**src/design/cll_pkg.sv**
```systemverilog
`timescale 1ns / 1ps
`default_nettype none
package cll_pkg;

  localparam int IDX_W = 6;
  localparam int VAL_W = 17;
  localparam int SUM_W = 56;
  localparam int CNT_W = 32;

  localparam logic [VAL_W-1:0] ONE_Q16 = 17'h10000;

  localparam logic OP_LOAD   = 1'b0;
  localparam logic OP_UPDATE = 1'b1;

  localparam logic [1:0] REG_LATTICE_SIZE = 2'd0;
  localparam logic [1:0] REG_COUPLING     = 2'd1;
  localparam logic [1:0] REG_WARMUP       = 2'd2;
  localparam logic [1:0] REG_TARGET       = 2'd3;

  localparam int QUEUE_DEPTH = 2;
  localparam int QW = $clog2(QUEUE_DEPTH);

  typedef struct packed {
    logic             operation;
    logic [IDX_W-1:0] node;
    logic [VAL_W-1:0] load_value;
    logic [IDX_W-1:0] link_a;
    logic [IDX_W-1:0] link_b;
  } in_req_t;

  typedef struct packed {
    logic [VAL_W-1:0] new_value;
    logic [SUM_W-1:0] error_sum;
    logic [CNT_W-1:0] sweeps_done;
    logic             sweep_end;
  } out_rsp_t;

  // classified request passed from front to back
  typedef struct packed {
    logic             op;
    logic             last;
    logic [IDX_W-1:0] node;
    logic [IDX_W-1:0] link_a;
    logic [IDX_W-1:0] link_b;
    logic [VAL_W-1:0] load_value;
  } work_t;

  typedef struct packed {
    logic [VAL_W-1:0] coupling;
    logic [15:0]      warmup;
    logic [VAL_W-1:0] target;
  } cfg_t;

  typedef enum logic [3:0] {
    ST_IDLE,
    ST_LOAD,
    ST_RD0,
    ST_RD1,
    ST_MUL0,
    ST_MUL1,
    ST_MIX,
    ST_SQ,
    ST_ACC
  } back_st_t;

  function automatic logic [VAL_W-1:0] sat_one(input logic [VAL_W-1:0] v);
    return (v > ONE_Q16) ? ONE_Q16 : v;
  endfunction

endpackage
`default_nettype wire

```
**src/design/cll_front.sv**
```systemverilog
`timescale 1ns / 1ps
`default_nettype none
module cll_front import cll_pkg::*; #(
  parameter int MAX_NODES = 64
) (
  input  wire in_req_t                          in_data,
  input  wire logic                             in_valid,
  output logic                                  in_stall,
  input  wire logic [$clog2(MAX_NODES+1)-1:0]   act_size,
  output logic                                  push_valid,
  input  wire logic                             push_ready,
  output work_t                                 push_data
);

  localparam int SW = $clog2(MAX_NODES+1);
  localparam int LW = (SW > IDX_W) ? SW : IDX_W;
  localparam int TAB_N = 2**IDX_W;

  // index wrap modulo MAX_NODES as a constant table
  logic [IDX_W-1:0] wrap_tab [TAB_N];
  logic [IDX_W-1:0] node_w;

  for (genvar gi = 0; gi < TAB_N; gi++) begin : g_wrap
    assign wrap_tab[gi] = IDX_W'(gi % MAX_NODES);
  end

  assign node_w     = wrap_tab[in_data.node];
  assign in_stall   = !push_ready;
  assign push_valid = in_valid;

  always_comb begin
    push_data            = '0;
    push_data.op         = in_data.operation;
    push_data.node       = node_w;
    push_data.link_a     = wrap_tab[in_data.link_a];
    push_data.link_b     = wrap_tab[in_data.link_b];
    push_data.load_value = sat_one(in_data.load_value);
    push_data.last       = (in_data.operation == OP_UPDATE) &&
                           (LW'(node_w) == (LW'(act_size) - LW'(1)));
  end

endmodule
`default_nettype wire

```
**config.mk**
```make
export PLATFORM = sky130hd
export DESIGN_NAME = cll_front
export DESIGN_NICKNAME = d
export VERILOG_FILES = /design/src/design/cll_pkg.sv /design/src/design/cll_front.sv
export SDC_FILE = /design/constraint.sdc
export NUM_CORES = 1
export LEC_CHECK = 0
export BUFFER_PORTS_ARGS = -buffer_cell sky130_fd_sc_hd__buf_4
export CAP_MARGIN = 0
export CORE_MARGIN = 3
export CORE_UTILIZATION = 28
export DETAILED_ROUTE_END_ITERATION = 10
export GPL_TIMING_DRIVEN = 1
export MAX_ROUTING_LAYER = met4
export PLACE_DENSITY = 0.83
export SETUP_SLACK_MARGIN = 0.3
export SYNTH_ARGS = -nofsm -noshare
export SYNTH_HDL_FRONTEND = slang
export SYNTH_SLANG_ARGS = --single-unit
export TNS_END_PERCENT = 20
```
**constraint.sdc**
```tcl
create_clock -name vclk -period 1.3
set_input_delay 0.13 -clock vclk [all_inputs]
set_output_delay 0.13 -clock vclk [all_outputs]
set_load 0.01 [all_outputs]
```
==> impl_metrics.tcl <==
set metrics [dict create \
    hold_viol 0 \
    violations "setup timing" \
    area_growth_pct 112 \
    postLayoutCellArea_sq_um 1170 \
    worst_pin_slew_ns 0.441 \
    syn-cell-area_sq_um 554 \
    synth_cell_type_count 28 \
    syn_nets 127 \
    grt_overflow 0 \
    power_density_nw_per_um2 326 \
    dr.first_iter.drc_count 4 \
    grt_setup_unrepaired "true" \
    drive_gt1_share_pct 67.9 \
    cp_max_fo 4 \
    final_max_slew_viol_count 0 \
    crit_type "input pin to output port" \
    grt.total_usage_pct 16.2 \
    grt_max_degree 9 \
    vias_per_cell 4.72 \
    synth_top_family_by_area "simple AND/OR/NAND/NOR gates" \
    setup_slack_ns -0.435 \
    synth_simple_gate_area_share_pct 35.0 \
    yosys_warnings 0 \
    seq_cell_count 0 \
    required_ns 1.17 \
    place_ws_ns -0.498 \
    wl_met1_um 814 \
    place_area_sq_um 1060 \
    hold_path_class "input pin to output port" \
    place.gp.congestion 0.796 \
    irDropWorstVdd_v 0.000155 \
    p_leak_nw 0.555 \
    ant_nets 0 \
    synth_compound_area_share_pct 18.7 \
    antenna_found_initial 0 \
    post-dp-hpwl_mm 1.78 \
    wl_met3_um 229 \
    syn_area_per_cell_sq_um 6.84 \
    holdPathEnd "push_data[24]" \
    fp.dieW_um 50.5 \
    die_y_um 50.5 \
    startpoint "act_size[1]" \
    finalSetupViolCount 1 \
    start_util_pct 30.8 \
    synth_cells 81 \
    synthMuxAreaShare_pct 0 \
    wl_per_cell_um 13.9 \
    vias 751 \
    end_kind "output port" \
    layout.nets 182 \
    fmax_ghz 0.576 \
    tns_ns -0.435 \
    wl_met2_mm 1.16 \
    regArea_sq_um 0 \
    hold_start "in_data[7]" \
    rows 15 \
    ios 84 \
    routed_wl_mm 2.22 \
    clkbuf_count 0 \
    top_layer "met4" \
    crit_path_start_kind "input pin" \
    relSlewSlack_pct 70.6 \
    maxCapViolCount 0 \
    die_area_sq_um 2550 \
    grt_pass1_vias 798 \
    hold_path_depth 0 \
    synthAdderAreaFrac_pct 2.26 \
    num-fill-cells 157 \
    worstPathArrival_ns 1.60 \
    core_area_sq_um 1800 \
    ys_seq_area_share_pct 0 \
    portBuffers 58 \
    post-route-min-period_ns 1.73 \
    fin_crit_sh_pct 133 \
    drc 0 \
    antennaDiodeCount 0 \
    synth_xor_area_share_pct 9.48 \
    dr.pass1.iters 2 \
    grt_pass1_wl_mm 3.28 \
    status "complete, but fails checks" \
    cts-hold-fix-buffers 0 \
    hold_ws_ns 0.260 \
]
-- cell usage in the layout (no fill, tap or decap), types with 2 or more instances in the layout --
cell type / synthesis / layout
buf_8: 0 / 2
nor2b_4: 0 / 3
nor2b_2: 0 / 2
xnor2_1: 3 / 3
buf_6: 1 / 11
nor4_4: 0 / 5
nand2_1: 2 / 2
nor2b_1: 16 / 11
inv_1: 7 / 6
buf_4: 20 / 62
nor2_1: 2 / 2
a21oi_1: 2 / 2
xor2_1: 3 / 3
nor3_1: 2 / 2
-- critical path, stage by stage --
cell and delay (ns):
buf_4 0.10, inv_1 0.06, ha_4 0.15, or3_1 0.34, nor4_2 0.17, a2111oi_1 0.11
buf_4 0.16, nor4_4 0.23, buf_4 0.15
-- how the worst max path moves through the flow --
stage               endpoint  slack [ns]  cells after the start
2_1_floorplan  push_data[35]       -0.22                      7
3_5_place_dp   push_data[35]       -0.50                      9
6_report       push_data[35]       -0.43                      9
4_1_cts        push_data[35]       -0.44                      9
3_3_place_gp   push_data[35]       -0.40                      9
5_1_grt        push_data[35]       -0.56                      9
-- metrics by stage --
stage	power [mW]	std cells	utilization [%]
6_report	0.382	159	65.1
5_1_grt	0.409	159	65.1
4_1_cts	0.364	159	62.2
3_5_place_dp	0.345	157	58.9
3_3_place_gp	0.336	157	58.9
2_1_floorplan	0.186	81	-
-- cells by family after synthesis --
| logic type | Yosys count |
|---|---|
| AO/OA/AOI/OAI | 12 |
| AND/OR/NAND/NOR | 33 |
| buffers and inverters | 29 |
| XOR/XNOR | 6 |
| adder cells (fa/ha/maj) | 1 |
-- routing by layer --
| layer | vias up | track usage (%) |
|---|---|---|
| met3 | 6 | 2.37 |
| met4 | 0 | 1.79 |
| li1 | 367 | - |
| met5 | - | - |
| met2 | 46 | 33.5 |
| met1 | 332 | 16.1 |
-- Yosys cell counts (2+ instances only) --
| master | number | area [sq um] |
|---|---|---|
| a21oi_1 | 2 | 10.0 |
| inv_1 | 7 | 26.3 |
| xnor2_1 | 3 | 26.3 |
| nor3_1 | 2 | 10.0 |
| nand2_1 | 2 | 7.51 |
| buf_4 | 20 | 150 |
| nor4_1 | 6 | 37.5 |
| nor2b_1 | 16 | 100 |
| nor2_1 | 2 | 7.51 |
| xor2_1 | 3 | 26.3 |
-- layout make-up --
cell class	count	area, sq um	share of cell area, %
multi-input cells	52	493	42.0
inverters	7	28.8	2.45
repair buffers	75	619	52.8
well taps	25	31.3	2.67
-- where the power goes --
| part | internal, mW | switching, mW |
|---|---|---|
| Clock | 0 | 0 |
| Combinational | 0.221 | 0.161 |
| Sequential | 0 | 0 |
| Total | 0.221 | 0.161 |
-- timing repair --
item,in CTS,in global routing
cloned,0,0
buffers inserted,2,0
pin swaps,5,2
resized for setup,10,13
endpoints found under the setup margin,11,11
(Power assumes the default switching activity.)
