$ cat src/design/cll_pkg.sv
`timescale 1ns / 1ps
`default_nettype none
package cll_pkg;

  localparam int IDX_W = 6;
  localparam int VAL_W = 17;
  localparam int SUM_W = 56;
  localparam int CNT_W = 32;

  localparam logic [VAL_W-1:0] ONE_Q16 = 17'h10000;

  localparam logic OP_LOAD   = 1'b0;
  localparam logic OP_UPDATE = 1'b1;

  localparam logic [1:0] REG_LATTICE_SIZE = 2'd0;
  localparam logic [1:0] REG_COUPLING     = 2'd1;
  localparam logic [1:0] REG_WARMUP       = 2'd2;
  localparam logic [1:0] REG_TARGET       = 2'd3;

  localparam int QUEUE_DEPTH = 2;
  localparam int QW = $clog2(QUEUE_DEPTH);

  typedef struct packed {
    logic             operation;
    logic [IDX_W-1:0] node;
    logic [VAL_W-1:0] load_value;
    logic [IDX_W-1:0] link_a;
    logic [IDX_W-1:0] link_b;
  } in_req_t;

  typedef struct packed {
    logic [VAL_W-1:0] new_value;
    logic [SUM_W-1:0] error_sum;
    logic [CNT_W-1:0] sweeps_done;
    logic             sweep_end;
  } out_rsp_t;

  // classified request passed from front to back
  typedef struct packed {
    logic             op;
    logic             last;
    logic [IDX_W-1:0] node;
    logic [IDX_W-1:0] link_a;
    logic [IDX_W-1:0] link_b;
    logic [VAL_W-1:0] load_value;
  } work_t;

  typedef struct packed {
    logic [VAL_W-1:0] coupling;
    logic [15:0]      warmup;
    logic [VAL_W-1:0] target;
  } cfg_t;

  typedef enum logic [3:0] {
    ST_IDLE,
    ST_LOAD,
    ST_RD0,
    ST_RD1,
    ST_MUL0,
    ST_MUL1,
    ST_MIX,
    ST_SQ,
    ST_ACC
  } back_st_t;

  function automatic logic [VAL_W-1:0] sat_one(input logic [VAL_W-1:0] v);
    return (v > ONE_Q16) ? ONE_Q16 : v;
  endfunction

endpackage
`default_nettype wire

$ cat src/design/cll_queue.sv
`timescale 1ns / 1ps
`default_nettype none
module cll_queue import cll_pkg::*; (
  input  wire logic  clk,
  input  wire logic  rst_n,
  input  wire logic  push_valid,
  output logic       push_ready,
  input  wire work_t push_data,
  output logic       pop_valid,
  input  wire logic  pop_ready,
  output work_t      pop_data
);

  work_t         q_r [QUEUE_DEPTH];
  logic [QW-1:0] wr_ptr_r, wr_ptr_nxt;
  logic [QW-1:0] rd_ptr_r, rd_ptr_nxt;
  logic [QW:0]   cnt_r, cnt_nxt;
  logic          do_push, do_pop;

  assign push_ready = (cnt_r != (QW+1)'(QUEUE_DEPTH));
  assign pop_valid  = (cnt_r != '0);
  assign pop_data   = q_r[rd_ptr_r];
  assign do_push    = push_valid && push_ready;
  assign do_pop     = pop_valid && pop_ready;

  always_comb begin
    wr_ptr_nxt = do_push ? wr_ptr_r + 1'b1 : wr_ptr_r;
    rd_ptr_nxt = do_pop ? rd_ptr_r + 1'b1 : rd_ptr_r;
    cnt_nxt    = cnt_r;
    if (do_push && !do_pop) begin
      cnt_nxt = cnt_r + 1'b1;
    end else if (do_pop && !do_push) begin
      cnt_nxt = cnt_r - 1'b1;
    end
  end

  always_ff @(posedge clk) begin
    if (!rst_n) begin
      wr_ptr_r <= '0;
      rd_ptr_r <= '0;
      cnt_r    <= '0;
    end else begin
      wr_ptr_r <= wr_ptr_nxt;
      rd_ptr_r <= rd_ptr_nxt;
      cnt_r    <= cnt_nxt;
    end
  end

  always_ff @(posedge clk) begin
    if (do_push) begin
      q_r[wr_ptr_r] <= push_data;
    end
  end

endmodule
`default_nettype wire

$ cat config.mk
export PLATFORM = sky130hd
export DESIGN_NAME = cll_queue
export DESIGN_NICKNAME = d
export VERILOG_FILES = /design/src/design/cll_pkg.sv /design/src/design/cll_queue.sv
export SDC_FILE = /design/constraint.sdc
export NUM_CORES = 1
export LEC_CHECK = 0
export BUFFER_PORTS_ARGS = -buffer_cell sky130_fd_sc_hd__buf_2
export CORE_UTILIZATION = 25
export DETAILED_ROUTE_END_ITERATION = 7
export PLACE_DENSITY = 0.55
export SLEW_MARGIN = 30
export SYNTH_ARGS = -nofsm -noshare
export SYNTH_HDL_FRONTEND = slang
export SYNTH_SLANG_ARGS = --single-unit
$ cat constraint.sdc
create_clock -name clk -period 2.5 [get_ports clk]
set_input_delay 0.375 -clock clk [delete_from_list [all_inputs] [get_ports clk]]
set_output_delay 0.375 -clock clk [all_outputs]
set_load 0.02 [all_outputs]
==> results of run 1 <==
[sequential cells by signal, indices dropped and copies added (netlist names), named ones only]
| signal | cells |
|---|---|
| cnt_r | 2 |
| rd_ptr_r | 1 |
| wr_ptr_r | 1 |
| q_r | 74 |
[stage by stage]
stage               instance area [um2]  hold WS [ns]  util, %  power (uW)
floorplan                          2910         0.474        -        2490
global placement                   3510         0.541     30.9        2850
detailed placement                 3510         0.542     30.9        2860
CTS                                3820         0.223     33.6        4200
global route                       3820         0.224     33.6        4330
finish                             3820         0.238     33.6        4130
[final timing paths]
| check | slack (ns) | to | cells after the start |
|---|---|---|---|
| worst max-delay path | 0.46 | pop_data[7] | 3 |
| worst min-delay path | 0.24 | q_r[1][5] | 1 |
| worst max register to register | 0.77 | q_r[1][1] | 3 |
| worst min register to register | 0.55 | cnt_r[1] | 2 |
[worst max-delay path: cells and delay by family, from the launching register on]
kind     cells  cell delay [ns]
buf+inv      2             0.41
mux          1             0.36
flops        1             0.56
[cells in the final DEF, fill, tap and decap left out, drive strengths merged]
| cell type | instances |
|---|---|
| buf | 83 |
| edfxtp | 74 |
| mux2 | 37 |
| clkbuf | 10 |
| dfxtp | 5 |
| and2 | 4 |
| clkinv | 3 |
| xnor2 | 2 |
| bufinv | 2 |
| o21ai | 2 |
| a21boi | 2 |
| nand2b | 1 |
| or2 | 1 |
| and3 | 1 |
| nand3b | 1 |
| inv | 1 |
| a21bo | 1 |
| xor2 | 1 |
| or3 | 1 |
| ha | 1 |
[area by class of cell]
class	count	area (um2)
fill	1117	7550
multi-input combinational	55	557
inverter	1	3.75
tap	143	179
clock inverter	5	73.8
sequential	79	2320
clock buffer	10	229
timing repair buffer	83	450
[cells by family after synthesis]
family	after synthesis	share of synthesized area [%]
AO/OA/AOI/OAI	5	1.20
XOR/XNOR	3	0.903
adder cells (fa/ha/maj)	1	0.430
buffers and inverters	5	1.07
flip-flops	79	79.8
multiplexers	37	14.3
AND/OR/NAND/NOR	9	2.24
[where the power goes]
group          total (uW)  switching (uW)  internal [uW]
Clock                1320             462            861
Combinational        1060             597            466
Sequential           1740            83.5           1660
[routing by layer]
layer / global-route usage, % / vias to the layer above / routed length (um)
li1: - / 722 / -
met1: 10.2 / 745 / 2200
met2: 14.8 / 46 / 2600
met3: 2.90 / 11 / 279
met4: 4.86 / 0 / 88
met5: 0 / - / 0
==> results.txt, run 1 <==
- The run finished with clean final reports.
- CP arrival: 1.66 ns
* Number of diodes added for antenna fixing: 0
- In this run, post-CTS repair resized a total of 0 instances.
* Total detailed-routing wirelength: 5.17 mm
* Iteration-0 DRC Markers: 71
- Setup repair after global routing left no endpoint under its margin.
- Crit Path Max Fanout: 24
* Final cycle utilization of the critical path: 81.4%
* Type of the most critical hold path: in -> reg
* Highest-delay cell along the critical path: sky130_fd_sc_hd__dfxtp_2
- Post-placement cell count: 361
- In this run the most critical hold path is launched from push_data[5].
- In this design, the stage delay of the slowest critical-path cell is 0.56 ns.
* Max-cap violations: 0
- Sum Neg Setup Slack: 0 ns
- Die X: between 100 and 150 um
* Proportion of synthesized flip-flops having asynchronous set or reset: 0%
* Tightest Pin Transition: 0.553 ns
- For this run, design rule violations remaining after detail routing come to 0.
- Required time at the worst-slack endpoint: between 2 and 2.5 ns
- CTS placed an instance of sky130_fd_sc_hd__clkbuf_16 at the clock tree root.
* Most frequently used cell type in the post-synthesis netlist: sky130_fd_sc_hd__edfxtp_1
* Routability Congestion: 0.632
- Floorplan Core Area: 11400 um2
* Count of final max-slew check failures: 0
- Layout overhead on the synthesized area: 31.2%
- YS warnings: 0
- The longest clock path from root to sink contains 2 buffers.
- Count of vias placed by the detailed router: ~1500
- Nets: 271
* Type of the worst setup path: reg -> out
* Clock tree from TritonCTS: yes
- By area the synthesized netlist is led by sky130_fd_sc_hd__edfxtp_1 76%, sky130_fd_sc_hd__mux2_2 14%, sky130_fd_sc_hd__dfxtp_1 3.4%.
* Fraction of layout cells with a size suffix above 1: 59.7%
* Sequential cell area fraction in the yosys report: 79.8%
* Initial Utilization: between 20 and 30%
- Synthesized netlist net count: 181
- Clock latency on the worst-skew pair: 0.32 ns
- Mean instance size in the synthesized netlist: 20.9 um2
* Clock transition at the registers of the reported paths: 0.06 ns
- Setup violations remaining at the end of the flow were counted as 0.
- Min Clock Period, post-route: approximately 2 ns
- Highest ir drop seen on vdd: 0.326 mV
* Number of storage elements in the synthesis netlist: 79
- Vias/cell: a little over 4
- Cell count after synthesis: 139
- Count of port buffers added during placement: 79
* Cells traversed along the worst timing path: buf_12, mux2_2, buf_2
- Number of clock buffers inserted by TritonCTS: 9
* Yosys top cell by area: sky130_fd_sc_hd__edfxtp_1
* Count of unique library cells instantiated by Yosys: 20
- STA classifies the critical path endpoint as a primary output.
- In this run the cell area of the synthesized design comes to 2910 um2.
- Global-route wire length before repair: 7.56 mm
* Final critical-path setup slack: 0.464 ns
* Hold Buf Count CTS: 0
- Counting flops with a built-in enable in the synthesized netlist gives 74.
- Dividing the detail-routed wire length by the instance count gives 13.8 um.
- Final standard cell count with taps included and fillers excluded: 376
* Relative slew slack: 63.1%
- Clock tree synthesis found a total of 79 sinks.
* Prevailing post-synth register cell: sky130_fd_sc_hd__edfxtp_1
* Lkg Pwr: 0.00142 uW
* Final number of hold-violating endpoints: 0
- Global routing consumed, over all layers together, roughly 8.9% of the routing resources.
- Antenna violation net count after detailed routing: 0
- The initialized floorplan defines 39 standard-cell rows.
* Fmax: 491 MHz
- TritonRoute pass-1 iters: 4
- Between clock sinks in the finished design, the worst skew comes to 0.00353 ns.
- The via count of the first global-routing pass came to 1440.
* Post-DP HPWL: approximately 3.5 mm
- Maximum number of pins on one net before global-route repair: 25
- 80 I/O pins were placed.
- Post-CTS timing repair inserted 0 buffers for setup.
- Launch instance of the worst register-to-register path: cnt_r[0]
- Power spread over the standard cell area amounts to 1080 nW/um2.
- The initial antenna violation count came to 0.
* Floorplan die height: about 110 um
- Fraction of synthesized cell area taken by the top area cell type: 76.4%
- The clock tree synthesis step divided the H-tree into 3 levels.
* Die Outline Area: 12100 um2
* Commonest cells in the synthesized netlist: 74 x sky130_fd_sc_hd__edfxtp_1, 37 x sky130_fd_sc_hd__mux2_2, 5 x sky130_fd_sc_hd__dfxtp_1
* Worst setup slack after placement: 0.708 ns
- Kind of launch point of the worst setup path: register
- For this run the aggregate overflow at the end of global routing stands at 0.
(Power assumes the default switching activity.)
==> inputs of run 2 (changes only) <==
--- a/config.mk
+++ b/config.mk
@@ -8,7 +8,7 @@
 export BUFFER_PORTS_ARGS = -buffer_cell sky130_fd_sc_hd__buf_2
 export CORE_UTILIZATION = 25
 export DETAILED_ROUTE_END_ITERATION = 7
-export PLACE_DENSITY = 0.55
+export PLACE_DENSITY = 0.57
 export SLEW_MARGIN = 30
 export SYNTH_ARGS = -nofsm -noshare
 export SYNTH_HDL_FRONTEND = slang
==> constraint.sdc (replaced) <==
create_clock -name clk -period 1.76 [get_ports clk]
set_input_delay 0.264 -clock clk [delete_from_list [all_inputs] [get_ports clk]]
set_output_delay 0.264 -clock clk [all_outputs]
set_load 0.02 [all_outputs]
==> run 2 against run 1 <==
Compared with the run above: non-clock buffer count rose by 2; clock skew rose by 0.0024 ns; hold slack got worse by 0.11 ns; final cell count rose by 0.80%; sequential power rose by 40%; setup slack got worse by 0.39 ns; combinational power rose by 49%; register-to-register slack got worse by 0.59 ns; clock power rose by 32%; die area did not move; flip-flop and latch count did not move; highest routed layer unchanged.
==> results.txt, run 2 (synthesis results as in run 1) <==
* Status: completed
* Vias in the first global route: 1599 (+11%)
- Overall Global Routing Usage: 9.31% (+0.36 points)
* Post-DP HPWL: 3.48 mm (+0.73%)
- Fraction of layout cells with a size suffix above 1: 59.3% (-0.33 points)
* Initial Utilization: 25.6% (unchanged)
- The multi-input gate area in the final layout is 557 um2 (unchanged).
* Most frequent cells in the layout: 79 x sky130_fd_sc_hd__buf_2, 74 x sky130_fd_sc_hd__edfxtp_1, 37 x sky130_fd_sc_hd__mux2_2
- The number of routed nets with antenna violations was 0 (unchanged).
- STA classifies the critical path startpoint as a register.
- Walking the worst path, the cells encountered are buf_6, mux2_2, buf_2.
- Hold Buf Count CTS: 0 (unchanged)
- The sink count of the clock tree came to 79 (unchanged).
- The routed design could run at a clock period as short as 1.69 ns.
- The post-cts repair resize count came to 1 (+1).
* Count of final max-slew check failures: 0 (unchanged)
* Count of vias placed by the detailed router: 1539 (+0.98%)
* Type of the most critical hold path: in -> reg
* TritonRoute pass-1 iters: 4 (unchanged)
- Die Outline Area: 12100 um2 (unchanged)
- Layout overhead on the synthesized area: 31.2% (unchanged)
- The worst path uses 95.9% of the clock period.
- The critical path is of the reg -> out type.
- Slack of the worst reg-to-reg path: 0.18 ns (-0.59 ns)
- The number of buffers on the longest clock path was 2 (unchanged).
- Sort of element at the end of the critical path: primary output
* Largest registers ranked by flip-flop count: q_r: 74 flops, cnt_r: 2 flops
- The DRC violation count after routing is 0 (unchanged).
- The number of levels in the clock H-tree was 3 (unchanged).
- RSZ-0062 raised after global routing: false
- The number of flip-flops under the largest register name was 74 (unchanged).
- The I/O pin count came to 80 (unchanged).
- The setup TNS came to 0 ns (unchanged).
- Lkg Pwr: 0.00141 uW (-0.36%)
- FF-to-FF path depth: 5 (+2)
* Highest ir drop seen on vdd: 0.639 mV (+96%)
* Vias/cell: 4.06 (+0.18%)
* Clock latency on the worst-skew pair: 0.32 ns (about the same)
* Finish-stage setup viols: 0 (unchanged)
- Placement row count: 39 (unchanged)
- Total global routing overflow: 0 (unchanged)
- Number of diodes added for antenna fixing: 0 (unchanged)
* Reg-to-reg endpoint: cnt_r[1]
- The global-route wire length before repair came to 7.96 mm (+5.4%).
- Floorplan Core Area: 11400 um2 (unchanged)
* Highest-delay cell along the critical path: sky130_fd_sc_hd__dfxtp_2
* Number of antenna violations at the first check in global routing: 0 (unchanged)
* Floorplan die height: 110 um (unchanged)
* Clock transition at the registers of the reported paths: 0.06 ns (about the same)
- The detailed-route wire length per cell was 13.6 um (-1.2%).
* Number of clock buffers inserted by TritonCTS: 9 (unchanged)
- The critical path ends at pop_data[22].
* Relative slew slack: 81.1% (+18 points)
- The number of maximum-capacitance violations was 0 (unchanged).
- The number of port buffers was 79 (unchanged).
- The layout filler cell count came to 1106 (-0.98%).
- The maximum cell stage delay along the critical path came to 0.36 ns (-0.20 ns).
- Number of buffers inserted by post-CTS setup repair: 0 (unchanged)
- The global placer's final weighted congestion was 0.629 (-0.47%).
* Nets: 273 (+0.74%)
- The total chip power came to 5750 uW (+39%).
- Tightest Pin Transition: 0.283 ns (-0.270 ns)
- Register name with the most flops: q_r
* Commonest non-fill, non-tap cell in the layout: sky130_fd_sc_hd__buf_2
* Buffer type at the clock tree root: sky130_fd_sc_hd__clkbuf_16
* Final number of hold-violating endpoints: 0 (unchanged)
* Hold path startpoint: push_data[26]
- The required time of the critical path came to 1.50 ns (-0.62 ns).
* Launch instance of the worst register-to-register path: cnt_r[0]
- The DRC marker count from the first detailed-route iteration was 44 (-38%).
* Clock tree from TritonCTS: yes
- Total detailed-routing wirelength: 5.15 mm (-0.44%)
- Crit Path Max Fanout: 18 (-25%)
* Total area of sequential cells: 2320 um2 (unchanged)
* Cell area power density: 1510 nW/um2 (+39%)
- Maximum number of pins on one net before global-route repair: 20 (-20%)
- The width of the die is 110 um (unchanged).
* Fmax: 593 MHz
* Clock skew: 0.00588 ns (+0.00235 ns)
- The data arrival time at the worst-slack endpoint came to 1.42 ns (-0.24 ns).
run 2: cell types whose count changed in the layout (fill, tap and decap cells not counted):
cell                         change
sky130_fd_sc_hd__clkinv_1        +2
sky130_fd_sc_hd__bufinv_16       -1
sky130_fd_sc_hd__clkinvlp_4      +1
sky130_fd_sc_hd__buf_4           +1
sky130_fd_sc_hd__inv_2           -1
sky130_fd_sc_hd__buf_6           +1
run 2: layout make-up:
type	count	area share (%)
Clock buffer	10	6.00
Clock inverter	6	1.34
Inverter	1	0.197
Multi-Input combinational cell	55	14.6
Sequential cell	79	60.9
Tap cell	143	4.69
Timing Repair Buffer	85	12.3
run 2: worst min-delay path by stage:
| stage | end | slack, ns | cells past startpoint |
|---|---|---|---|
| 2_1_floorplan | q_r[0][0] | 0.36 | 0 |
| 3_3_place_gp | q_r[0][5] | 0.45 | 1 |
| 3_5_place_dp | q_r[1][17] | 0.45 | 1 |
| 4_1_cts | q_r[1][17] | 0.11 | 1 |
| 5_1_grt | q_r[1][35] | 0.11 | 1 |
| 6_report | q_r[1][26] | 0.12 | 1 |
run 2: where the power goes:
group          internal, uW  leakage [uW]  total [uW]  switching [uW]
registers              2350      0.000733        2440            81.9
logic                   687      0.000541        1580             890
clock network          1080      0.000139        1740             664
run 2: metal layers:
layer / vias to the layer above / share of wire [%] / GRT usage [%]
met5: - / 0 / 0
met4: 0 / 1.9 / 4.86
met3: 5 / 6.3 / 3.97
met2: 50 / 50 / 15.1
met1: 755 / 42 / 10.4
li1: 729 / - / -
run 2: worst max-delay path: cells and delay by family (launching register included):
| family | cells | cell delay, ns |
|---|---|---|
| buffers and inverters | 2 | 0.38 |
| flip-flops | 1 | 0.36 |
| multiplexers | 1 | 0.36 |
run 2: stage by stage:
step / cell area, um2 / cells / utilization (%) / hold slack (ns) / setup slack, ns
after floorplan: 2910 / 139 / - / 0.363 / 0.171
after global placement: 3530 / 363 / 31.1 / 0.451 / 0.252
after detailed placement: 3530 / 363 / 31.1 / 0.455 / 0.206
after CTS: 3820 / 379 / 33.6 / 0.106 / 0.0318
after global routing: 3820 / 379 / 33.6 / 0.108 / 0.00208
final: 3820 / 379 / 33.6 / 0.124 / 0.0726
==> inputs of run 3 (changes only) <==
--- a/config.mk
+++ b/config.mk
@@ -5,10 +5,11 @@
 export SDC_FILE = /design/constraint.sdc
 export NUM_CORES = 1
 export LEC_CHECK = 0
+export ABC_AREA = 1
 export BUFFER_PORTS_ARGS = -buffer_cell sky130_fd_sc_hd__buf_2
 export CORE_UTILIZATION = 25
 export DETAILED_ROUTE_END_ITERATION = 7
-export PLACE_DENSITY = 0.57
+export PLACE_DENSITY = 0.56
 export SLEW_MARGIN = 30
 export SYNTH_ARGS = -nofsm -noshare
 export SYNTH_HDL_FRONTEND = slang
==> run 3 against run 2 <==
Compared with the run above: final area up 3.9%; flip-flop and latch count unchanged; utilization down 0.41 points; sequential power is essentially flat; setup slack gained 0.012 ns; die area up 5.2%; critical path type unchanged; largest power group unchanged.
==> results.txt, run 3 <==
* Status: completed
* Cell area power density: 1500 nW/um2 (-0.34%)
- Number of clock buffers inserted by TritonCTS: 9 (unchanged)
- The core area came to 12000 um2 (+5.2%).
- The ratio of cells with drive above 1 in the final layout came to 54.3% (-5.1 points).
* Post-DP HPWL: 3.46 mm (-0.74%)
- Post-Synthesis Cell Area: 3060 um2 (+5.3%)
- Final core utilization: 33.2% (-0.41 points)
- Nets: 284 (+4.0%)
- Overall Global Routing Usage: 8.77% (-0.54 points)
- The worst slack after detailed placement is 0.203 ns (-0.00281 ns).
- Min Clock Period, post-route: 1.68 ns (-0.0119 ns)
* Type of the worst setup path: reg -> out
* Count of unique library cells instantiated by Yosys: 15 (-25%)
* Buffer type at the clock tree root: sky130_fd_sc_hd__clkbuf_16
- The via count of the first global-routing pass was 1612 (+0.81%).
- The warning count from the yosys run came to 0 (unchanged).
- Maximum number of pins on one net before global-route repair: 38 (+90%)
- The synthesized net count was 194 (+7.2%).
* Clock transition at the registers of the reported paths: 0.06 ns (about the same)
- The clock latency on the worst-skew pair is 0.32 ns (about the same).
* Number of flops mapped to enable cells by yosys: 74 (unchanged)
- The post-layout instance count excluding filler cells was 394 (+4.0%).
- Count of port buffers added during placement: 79 (unchanged)
- Commonest non-fill, non-tap cell in the layout: sky130_fd_sc_hd__buf_2
* Sort of element at the end of the critical path: primary output
- The die height came to 113 um (+2.6%).
- Final cycle utilization of the critical path: 95.2% (-0.68 points)
* Post-placement cell count: 378 (+4.1%)
- The global-route wire length before repair was 8.07 mm (+1.4%).
* Mean instance size in the synthesized netlist: 20.2 um2 (-3.7%)
* H-tree levels: 3 (unchanged)
- The area share of the leading cell type in the synthesized netlist is 72.5% (-3.8 points).
- The proportion of synthesized flip-flops having asynchronous set or reset is 0% (unchanged).
* Total global routing overflow: 0 (unchanged)
- Relative slew slack: 83.6% (+2.5 points)
- The synthesis-stage register bit count was 79 (unchanged).
- CP arrival: 1.41 ns (about the same)
* Sum Neg Setup Slack: 0 ns (unchanged)
- By count the netlist is led by 74 x sky130_fd_sc_hd__edfxtp_1, 30 x sky130_fd_sc_hd__mux2_4, 9 x sky130_fd_sc_hd__nand2_1.
* Most frequent cells in the layout: 79 x sky130_fd_sc_hd__buf_2, 74 x sky130_fd_sc_hd__edfxtp_1, 30 x sky130_fd_sc_hd__mux2_4
- Placement row count: 40 (+2.6%)
* Max-cap violations: 0 (unchanged)
- RSZ-0062 raised after global routing: false
- The number of antenna diodes was 0 (unchanged).
- Type of the most critical hold path: in -> reg
* Clock tree from TritonCTS: yes
- Antenna violation net count after detailed routing: 0 (unchanged)
- The final max-slew violation count came to 0 (unchanged).
- The number of buffers on the longest clock path was 2 (unchanged).
- Number of buffers inserted by post-CTS setup repair: 0 (unchanged)
* Prevailing post-synth register cell: sky130_fd_sc_hd__edfxtp_1
- The number of hold-slack violations in the final timing report came to 0 (unchanged).
* Kind of launch point of the worst setup path: register
- The initial cell density of the core came to 25.6% (about the same).
* Max reg flops: 74 (unchanged)
- Crit Path Max Fanout: 22 (+4)
* Layout overhead on the synthesized area: 29.5%
* Final critical-path setup slack: 0.0845 ns (+0.0119 ns)
- Die X: 113 um (+2.6%)
* Register name with the most flops: q_r
* Lkg Pwr: 0.00155 uW (+10%)
- Yosys top cell by area: sky130_fd_sc_hd__edfxtp_1
* Clock skew: 0.00371 ns (-0.00218 ns)
- The number of vias in the routed layout is 1592 (+3.4%).
* DRC violation count after routing: 0 (unchanged)
- Total detailed-routing wirelength: 5.19 mm (+0.74%)
- Number of top-level design ports: 80 (unchanged)
* Fmax: 597 MHz (+0.71%)
* Tightest Pin Transition: 0.246 ns (-0.0376 ns)
- The final count of negative-setup-slack endpoints came to 0 (unchanged).
- Leading cell types by total area after synthesis: sky130_fd_sc_hd__edfxtp_1 73%, sky130_fd_sc_hd__mux2_4 15%, sky130_fd_sc_hd__dfxtp_1 3.3%
- The synthesized instance count is 152 (+9.4%).
* Iteration-0 DRC Markers: 45 (+2.3%)
* Clock tree sinks: 79 (unchanged)
* Highest ir drop seen on vdd: 0.521 mV (-18%)
- TritonRoute pass-1 iters: 4 (unchanged)
- In the final layout, the registers with the most flip-flops are q_r: 74 flops, cnt_r: 2 flops.
* Sequential cell area fraction in the yosys report: 75.8% (-4.0 points)
- The global placer's final weighted congestion came to 0.715 (+14%).
* Number of antenna violations at the first check in global routing: 0 (unchanged)
* Routed len/inst: 13.2 um (-3.1%)
- Most frequently used cell type in the post-synthesis netlist: sky130_fd_sc_hd__edfxtp_1
- The required time of the critical path was 1.50 ns (about the same).
* Die Outline Area: 12700 um2 (+5.2%)
- Vias/cell: 4.04 (-0.49%)
## run 3: layout make-up
type / instances / area, um2
fillers: 1191 / 8000
flip-flops and latches: 79 / 2320
multi-input cells: 61 / 654
repair buffers: 83 / 470
clock buffers: 10 / 229
well taps: 147 / 184
clock inverters: 6 / 75.1
inverters: 8 / 30.0
## run 3: worst max-delay path: stages, from the launching register on
cell                      delay, ns
sky130_fd_sc_hd__dfxtp_2       0.36
sky130_fd_sc_hd__buf_12        0.21
sky130_fd_sc_hd__mux2_2        0.35
sky130_fd_sc_hd__buf_2         0.16
## run 3: worst paths after layout
check | startpoint | endpoint | slack [ns] | depth (start not counted)
setup / recovery | register | pop_data[22] | 0.08 | 3
hold / removal | push_data[1] | q_r[1][1] | 0.13 | 1
setup reg to reg | cnt_r[0] | cnt_r[1] | 0.20 | 9
hold reg to reg | rd_ptr_r | register | 0.51 | 2
## run 3: logic make-up (layout without fill, tap and decap cells)
group	count (synthesis)	after routing	synth area share, %
flops	79	79	75.8
mux	37	37	17.3
simple gates	19	19	2.45
buf+inv	12	107	3.31
compound gates	4	4	0.735
fa+ha+maj	1	1	0.408
## run 3: per-layer routing
layer  global-route usage (%)  wire length, um  vias up
met5                        0                0        -
met4                     5.87              100        0
met3                     3.29              348        8
met2                     14.2             2720       46
met1                     9.58             2020      782
li1                         -                -      756
## run 3: metrics by stage
stage	hold WS [ns]	cell area [um2]	total power (uW)
floorplan	0.363	3070	3700
global placement	0.454	3650	4130
detailed placement	0.455	3650	4160
CTS	0.107	3960	6070
global route	0.105	3970	6270
finish	0.129	3970	5960
## run 3: timing repair
action,CTS,global route
endpoints found under the setup margin,6,1
hold buffers,0,0
resized for setup,1,1
## run 3: power breakdown
| part | switching [uW] | internal (uW) | leakage (uW) |
|---|---|---|---|
| Clock | 650 | 1220 | 0.000147 |
| Sequential | 81.8 | 2380 | 0.000732 |
| Combinational | 915 | 713 | 0.000674 |
